$ cat src/rtl/core/ddc_pkg.sv
package ddc_pkg;

  localparam int unsigned MAX_YEAR_DEFAULT = 9999;

  localparam int unsigned DAYS_PER_YEAR = 365;
  localparam int unsigned HOURS_PER_DAY = 24;
  localparam int unsigned MINUTES_PER_DAY = 1440;
  localparam int unsigned SECONDS_PER_DAY = 86400;

  // Division of a year index below 2^14 by 100 as a multiply and shift.
  localparam int unsigned RECIP_100 = 5243;
  localparam int unsigned RECIP_100_SHIFT = 19;

  // Division of a magnitude below 2^23 by 7, 30 and 365.
  localparam int unsigned RECIP_7 = 9586981;
  localparam int unsigned RECIP_7_SHIFT = 26;
  localparam int unsigned RECIP_30 = 8947849;
  localparam int unsigned RECIP_30_SHIFT = 28;
  localparam int unsigned RECIP_365 = 5883517;
  localparam int unsigned RECIP_365_SHIFT = 31;

  localparam logic [1:0] REG_START_DAY = 2'd0;
  localparam logic [1:0] REG_START_MONTH = 2'd1;
  localparam logic [1:0] REG_START_YEAR = 2'd2;

  typedef struct packed {
    logic s1;
    logic s2;
  } ddc_stage_en_t;

  // Days in the whole months before a date in a common year.
  function automatic logic [8:0] cum_days(input logic [3:0] months);
    logic [8:0] days;
    case (months)
      4'd0: days = 9'd0;
      4'd1: days = 9'd31;
      4'd2: days = 9'd59;
      4'd3: days = 9'd90;
      4'd4: days = 9'd120;
      4'd5: days = 9'd151;
      4'd6: days = 9'd181;
      4'd7: days = 9'd212;
      4'd8: days = 9'd243;
      4'd9: days = 9'd273;
      4'd10: days = 9'd304;
      4'd11: days = 9'd334;
      default: days = 9'd365;
    endcase
    return days;
  endfunction

endpackage

$ cat src/rtl/core/ddc_day_number.sv
module ddc_day_number #(
  parameter int unsigned MAX_YEAR = ddc_pkg::MAX_YEAR_DEFAULT
) (
  input  logic                  clk,
  input  ddc_pkg::ddc_stage_en_t en,
  input  logic [4:0]            day,
  input  logic [3:0]            month,
  input  logic [13:0]           year,
  output logic [22:0]           base,
  output logic [8:0]            mpart
);
  import ddc_pkg::*;

  logic [13:0] year_sat;
  logic [13:0] prior;
  logic [3:0]  month_m1;
  logic [3:0]  months;

  logic [13:0] year1;
  logic [13:0] prior1;
  logic [26:0] prior_q100;
  logic [24:0] prior_q400;
  logic [26:0] year_q100;
  logic [8:0]  cum1;
  logic        past_feb1;
  logic [4:0]  day1;

  logic [7:0]  year_div100;
  logic        div100;
  logic        leap;

  always_comb begin
    year_sat = (17'(year) > 17'(MAX_YEAR)) ? 14'(MAX_YEAR) : year;
    prior = (year_sat == 14'd0) ? 14'd0 : year_sat - 14'd1;
    month_m1 = (month == 4'd0) ? 4'd0 : month - 4'd1;
    months = (month_m1 > 4'd12) ? 4'd12 : month_m1;
  end

  always_ff @(posedge clk) begin
    if (en.s1) begin
      year1 <= year_sat;
      prior1 <= prior;
      prior_q100 <= 27'(prior) * 27'(RECIP_100);
      prior_q400 <= 25'(prior[13:2]) * 25'(RECIP_100);
      year_q100 <= 27'(year_sat) * 27'(RECIP_100);
      cum1 <= cum_days(months);
      past_feb1 <= (months >= 4'd2);
      day1 <= day;
    end
  end

  always_comb begin
    year_div100 = year_q100[RECIP_100_SHIFT +: 8];
    div100 = (15'(year1) == 15'(year_div100) * 15'(100));
    leap = ((year1[1:0] == 2'd0) && !div100) || (div100 && (year_div100[1:0] == 2'd0));
  end

  always_ff @(posedge clk) begin
    if (en.s2) begin
      base <= 23'(prior1) * 23'(DAYS_PER_YEAR) + 23'(prior1[13:2])
            - 23'(prior_q100[RECIP_100_SHIFT +: 8]) + 23'(prior_q400[RECIP_100_SHIFT +: 6]);
      mpart <= cum1 + 9'(leap && past_feb1) + 9'(day1);
    end
  end

endmodule

$ cat src/rtl/core/date_difference_calculator.sv
// Gives the signed distance of a target date from the start date held in the
// configuration registers, as days, whole weeks, 30-day months and 365-day
// years (truncated toward zero) and as hours, minutes and seconds. Both dates
// count days from 1/1/1 under the Gregorian leap rule; years above MAX_YEAR
// saturate, and month and day are not checked. A date is taken every cycle while
// target_stall is low and passes through the six register stages of the
// datapath; a stalled result holds only the stages behind it that are full.
// Write the start date only while no beats are in flight.
module date_difference_calculator #(
  parameter int unsigned MAX_YEAR = ddc_pkg::MAX_YEAR_DEFAULT
) (
  input  logic               clk,
  input  logic               rst,
  input  logic               cfg_write,
  input  logic [1:0]         cfg_index,
  input  logic [13:0]        cfg_data,
  input  logic               target_valid,
  output logic               target_stall,
  input  logic [4:0]         target_day,
  input  logic [3:0]         target_month,
  input  logic [13:0]        target_year,
  output logic               result_valid,
  input  logic               result_stall,
  output logic signed [22:0] day_difference,
  output logic signed [19:0] week_difference,
  output logic signed [17:0] month_difference,
  output logic signed [14:0] year_difference,
  output logic signed [27:0] hour_difference,
  output logic signed [33:0] minute_difference,
  output logic signed [39:0] second_difference
);
  import ddc_pkg::*;

  logic [4:0]  start_day;
  logic [3:0]  start_month;
  logic [13:0] start_year;

  logic [5:0] vld;
  logic [6:0] ld;

  ddc_stage_en_t dn_en;
  logic [22:0] target_base;
  logic [8:0]  target_mpart;
  logic [22:0] start_base;
  logic [8:0]  start_mpart;

  logic signed [23:0] diff;

  logic        neg4;
  logic [22:0] mag4;
  logic [22:0] day4;
  logic [27:0] hour4;
  logic [33:0] min4;
  logic [39:0] sec4;

  logic [46:0] prod7;
  logic [46:0] prod30;
  logic [46:0] prod365;

  logic        neg5;
  logic [19:0] q7;
  logic [17:0] q30;
  logic [14:0] q365;
  logic [22:0] day5;
  logic [27:0] hour5;
  logic [33:0] min5;
  logic [39:0] sec5;

  always_ff @(posedge clk) begin
    if (rst) begin
      start_day <= '0;
      start_month <= '0;
      start_year <= '0;
    end else if (cfg_write) begin
      unique case (cfg_index)
        REG_START_DAY: start_day <= cfg_data[4:0];
        REG_START_MONTH: start_month <= cfg_data[3:0];
        REG_START_YEAR: start_year <= cfg_data;
        default: ;
      endcase
    end
  end

  always_comb begin
    ld[6] = !result_stall;
    for (int k = 5; k >= 0; k--) begin
      ld[k] = !vld[k] || ld[k + 1];
    end
  end

  assign target_stall = !ld[0];
  assign result_valid = vld[5];

  always_ff @(posedge clk) begin
    if (rst) begin
      vld <= '0;
    end else begin
      if (ld[0]) begin
        vld[0] <= target_valid;
      end
      for (int k = 1; k < 6; k++) begin
        if (ld[k]) begin
          vld[k] <= vld[k - 1];
        end
      end
    end
  end

  assign dn_en.s1 = ld[0];
  assign dn_en.s2 = ld[1];

  ddc_day_number #(
    .MAX_YEAR(MAX_YEAR)
  ) u_target_dn (
    .clk  (clk),
    .en   (dn_en),
    .day  (target_day),
    .month(target_month),
    .year (target_year),
    .base (target_base),
    .mpart(target_mpart)
  );

  ddc_day_number #(
    .MAX_YEAR(MAX_YEAR)
  ) u_start_dn (
    .clk  (clk),
    .en   (dn_en),
    .day  (start_day),
    .month(start_month),
    .year (start_year),
    .base (start_base),
    .mpart(start_mpart)
  );

  always_ff @(posedge clk) begin
    if (ld[2]) begin
      diff <= $signed(24'(target_base) + 24'(target_mpart) - 24'(start_base)
                      - 24'(start_mpart));
    end
  end

  always_ff @(posedge clk) begin
    if (ld[3]) begin
      neg4 <= diff[23];
      mag4 <= diff[23] ? 23'(-diff) : 23'(diff);
      day4 <= 23'(diff);
      hour4 <= 28'(diff) * 28'(HOURS_PER_DAY);
      min4 <= 34'(diff) * 34'(MINUTES_PER_DAY);
      sec4 <= 40'(diff) * 40'(SECONDS_PER_DAY);
    end
  end

  always_comb begin
    prod7 = 47'(mag4) * 47'(RECIP_7);
    prod30 = 47'(mag4) * 47'(RECIP_30);
    prod365 = 47'(mag4) * 47'(RECIP_365);
  end

  always_ff @(posedge clk) begin
    if (ld[4]) begin
      neg5 <= neg4;
      q7 <= prod7[RECIP_7_SHIFT +: 20];
      q30 <= prod30[RECIP_30_SHIFT +: 18];
      q365 <= prod365[RECIP_365_SHIFT +: 15];
      day5 <= day4;
      hour5 <= hour4;
      min5 <= min4;
      sec5 <= sec4;
    end
  end

  always_ff @(posedge clk) begin
    if (ld[5]) begin
      day_difference <= $signed(day5);
      week_difference <= $signed(neg5 ? -q7 : q7);
      month_difference <= $signed(neg5 ? -q30 : q30);
      year_difference <= $signed(neg5 ? -q365 : q365);
      hour_difference <= $signed(hour5);
      minute_difference <= $signed(min5);
      second_difference <= $signed(sec5);
    end
  end

  a_empty_takes_beat: assert property (@(posedge clk) disable iff (rst)
    !result_valid |-> !target_stall)
    else $error("input stalled while the output register is empty");

  a_beats_conserved: assert property (@(posedge clk) disable iff (rst)
    !rst |=> ($countones(vld) == $past($countones(vld))
              + $past(int'(target_valid && !target_stall))
              - $past(int'(result_valid && !result_stall))))
    else $error("pipeline lost or invented a beat");

  a_quotient_order: assert property (@(posedge clk) disable iff (rst)
    vld[4] |-> ((18'(q365) <= q30) && (20'(q30) <= q7)))
    else $error("quotients by 7, 30 and 365 out of order");

endmodule
$ cat config.mk
export PLATFORM = sky130hd
export DESIGN_NAME = date_difference_calculator
export DESIGN_NICKNAME = d
export VERILOG_FILES = /design/src/rtl/core/ddc_pkg.sv /design/src/rtl/core/ddc_day_number.sv /design/src/rtl/core/date_difference_calculator.sv
export SDC_FILE = /design/constraint.sdc
export NUM_CORES = 2
export LEC_CHECK = 0
export BUFFER_PORTS_ARGS = -buffer_cell sky130_fd_sc_hd__buf_2
export CORE_MARGIN = 10
export CORE_UTILIZATION = 55
export CTS_CLUSTER_DIAMETER = 50
export DETAILED_ROUTE_END_ITERATION = 12
export PLACE_DENSITY_LB_ADDON = 0.08
export SYNTH_ARGS = -nofsm -noshare
export SYNTH_HDL_FRONTEND = slang
export SYNTH_SLANG_ARGS = --single-unit
$ cat constraint.sdc
create_clock -name clk -period 10.6 [get_ports clk]
set_input_delay 1.06 -clock clk [delete_from_list [all_inputs] [get_ports clk]]
set_output_delay 1.06 -clock clk [all_outputs]
set_load 0.05 [all_outputs]
==> run summary <==
Counting instances, the worst hold path has a depth of 0. In this run, post-CTS hold repair placed 0 buffers. The tools report the wire length of the first global-routing pass as 278.2 mm. After synthesis, the share of flip-flops with an asynchronous set or reset is 0%.

The final routed wire length divided by cell count is 18.01 um. Timing would allow up to 0.1134 GHz. Counting flops with a built-in enable in the synthesized netlist gives 660. The run gives 0 as the number of slew-limit violations in the final report. The critical path class is reg -> reg.

Data arrives at the worst endpoint at 9.28 ns. Source of the worst hold timing path: min5[31]. The share of final-layout standard cells stronger than drive strength 1 works out to 5.845%. The clock period could shrink to 8.818 ns. Of the synthesized area, sequential elements account for 25.80%.

The wire-length estimate of the detail-placed layout is 143.2 mm. For the maximum root-to-sink buffer count, the log shows 3. The worst reg2reg path endpoint is u_start_dn.prior_q100[26]. The die height works out to 399.1 um.

The congestion estimate from routability-driven global placement came to 0.9139. At the worst endpoint, the required time is 11.06 ns. TritonCTS built the clock tree. The total iterations of the first detailed-routing run was 5; the number of buffers inserted during clock tree synthesis was 89.

In this run, the number of DRC markers left after iteration 0 of detailed routing was 2115. For this configuration, the core starts out at a cell density of 55.23%. The H-tree depth was 3; the die span in x was 399.1 um.

Measured against its own limit, the worst slew margin works out to 25.36%. Summed over all layers, the global routing overflow is 0. The post-placement setup slack was 1.285 ns; the overall track demand over capacity in global routing was 21.98%. Among all flip-flop cells after synthesis, the most frequent one is edfxtp_1. For this block, the routed nets add up to 169.2 mm of wire. The total number of nets in the final design was 9977; the core footprint was 143100 um2.

The run finished with clean final reports. Worst-case reg-to-reg path depth: 27. The worst setup path is launched from a flip-flop.

The clock-pin slew on the worst setup and hold paths is 0.06 ns, and the hold violation count in the final report is 0. Gates resized during post-CTS repair numbered 0. The number of synthesized register bits was 689. The biggest fanout along the worst timing path works out to 13.

Leaving out fill and tap cells, the most frequent cell in the layout is inv_1. The Yosys step of the flow raised 0 warnings. The routed layout has 48310 vias. The worst hold path terminates at minute_difference[31].

The die covers 159300 um2. The post-synthesis instance area was 79060 um2. For the worst clock skew, the log shows 0.04812 ns.

The path category of the worst min-delay check is reg -> reg. The distinct cell type count after synthesis came out at 91. In this run the remaining antenna-violating nets after routing total 0.

The logs give 20400 um2 for the sequential cell area and 139 for the number of cell rows. Dividing the synthesized area by the synthesized cell count gives 11.07 um2. Of the available clock period, the critical path in the final layout requires 83.19%. The launch point of the worst reg-to-reg path was start_year[13]. Setup total negative slack on the finished layout was measured at 0 ns. The initial antenna violation count is 3. The type of destination of the critical path is a flip-flop. The tools report the number of violations of the max-capacitance limit as 0. The number of instances in the synthesized netlist came out at 7139. The root buffer selected by CTS is clkbuf_16.

Number of diodes added for antenna fixing: 0. The number of global-route vias before repair is 51760, and the measured slew at the worst slew-check pin is 1.106 ns. The filler cell count is 11940. Setup repair after global routing left no endpoint under its margin.

Per-cell via count in the routed design: 5.141. The tools report the later-pin clock latency in the skew report as 0.72 ns. The clock net in this run drives a total of 689 sinks.

Number of setup violations in the final report: 0. The number of buffers added on ports is 208. The logs give 0 for the setup fix buffers added after clock tree synthesis and 51400 um2 for the area of combinational cells with multiple inputs.

The area growth from synthesis to layout is 8.037%. Setup slack on the critical path of the routed design comes to 1.782 ns. 224 I/O pins were placed.

The pin count of the biggest net entering global routing was 90; the post-route DRC violation count was 0. In this run the register-to-register setup slack is 1.78 ns. In the layout the commonest cells are inv_1, ha_1, fa_1.
==> worst max-delay path, cell delays in order (launching register included) <==
cell	delay, ns
dfxtp_1	0.73
inv_1	0.27
nor2_1	0.57
nor2_1	0.24
ha_1	0.30
nand2_1	0.11
a21boi_1	0.10
and2_1	0.19
o31ai_1	0.24
xnor2_1	0.18
and2_1	0.47
fa_1	0.51
ha_1	0.31
fa_1	0.46
fa_1	0.54
inv_1	0.06
fa_1	0.53
inv_1	0.04
ha_1	0.30
a21o_1	0.16
a211o_1	0.30
a2111oi_1	0.39
a211oi_1	0.29
o31a_1	0.34
o41ai_1	0.47
o21bai_1	0.17
a21oi_1	0.20
xnor2_1	0.08
==> logic make-up (layout without fill, tap and decap cells) <==
group                      after synthesis  after routing  synth area share (%)
adders and majority gates             2515           2515                 49.05
buffers and inverters                 1930           2271                 9.287
and+or+nand+nor                        854            854                 5.169
AOI/OAI and AO/OA                      737            737                 6.088
DFF                                    689            689                 25.80
xor gates and xnor gates               399            399                 4.420
muxes                                   14             14                0.1804
other                                    1             15              0.004743
==> layer usage <==
metal  vias to the layer above  GRT usage [%]  share of wire [%]
met2                       777          37.46                 48
met5                         -              0              0.016
li1                      23680              -                  -
met3                       217          3.089                4.4
met4                         4          5.092                2.1
met1                     23640          29.68                 45
==> synth_stat cells (66+ instances only) <==
cell	number	area [um2]
xnor2_1	333	2917
nand2_1	253	949.7
ha_1	1540	19270
inv_1	1858	6974
a21o_1	133	998.5
nor2_1	222	833.3
a21oi_1	216	1081
o21ai_0	124	620.6
edfxtp_1	660	19820
fa_1	974	19500
nor3_1	67	335.3
xor2_1	66	578.1
==> state kept, by name, summed over array words and instances, names as in the netlist, 18 cells and up <==
name,cells
hour5,22
sec4,32
hour_difference,22
hour4,22
sec5,32
u_start_dn.base,23
second_difference,32
week_difference,20
min5,27
minute_difference,27
q7,20
day4,22
diff,24
q30,18
month_difference,18
mag4,23
u_target_dn.base,23
min4,27
day5,23
day_difference,23
==> how the worst max path moves through the flow <==
stage | start | to | cells after the start
global placement | target_year[4] | u_target_dn.prior_q400[24] | 32
global route | start_year[13] | u_start_dn.prior_q100[26] | 26
floorplan | target_year[4] | u_target_dn.prior_q400[24] | 33
detailed placement | target_year[4] | u_target_dn.prior_q400[24] | 29
finish | start_year[13] | u_start_dn.prior_q100[26] | 27
CTS | start_year[13] | u_start_dn.prior_q100[26] | 27
==> per-stage QoR <==
step                area [um2]  hold WS (ns)  util, %  instances
global placement         82480        0.4023    57.63       9231
global route             85410        0.4070    59.67       9397
detailed placement       82480        0.4045    57.63       9231
CTS                      85410        0.4043    59.67       9397
finish                   85410        0.4006    59.67       9397
floorplan                79110        0.4003        -       7153
==> final cells by class <==
| cell class | instances | area share (%) |
|---|---|---|
| multi-input combinational | 4534 | 60.18 |
| sequential | 689 | 23.88 |
| inverter | 1861 | 8.184 |
| tap | 1903 | 2.788 |
| clock buffer | 101 | 2.660 |
| timing repair buffer | 244 | 1.535 |
| clock inverter | 65 | 0.7705 |
Power is not shown: default switching activity piles up to over one toggle a cycle in this logic, so the estimate is an artifact.
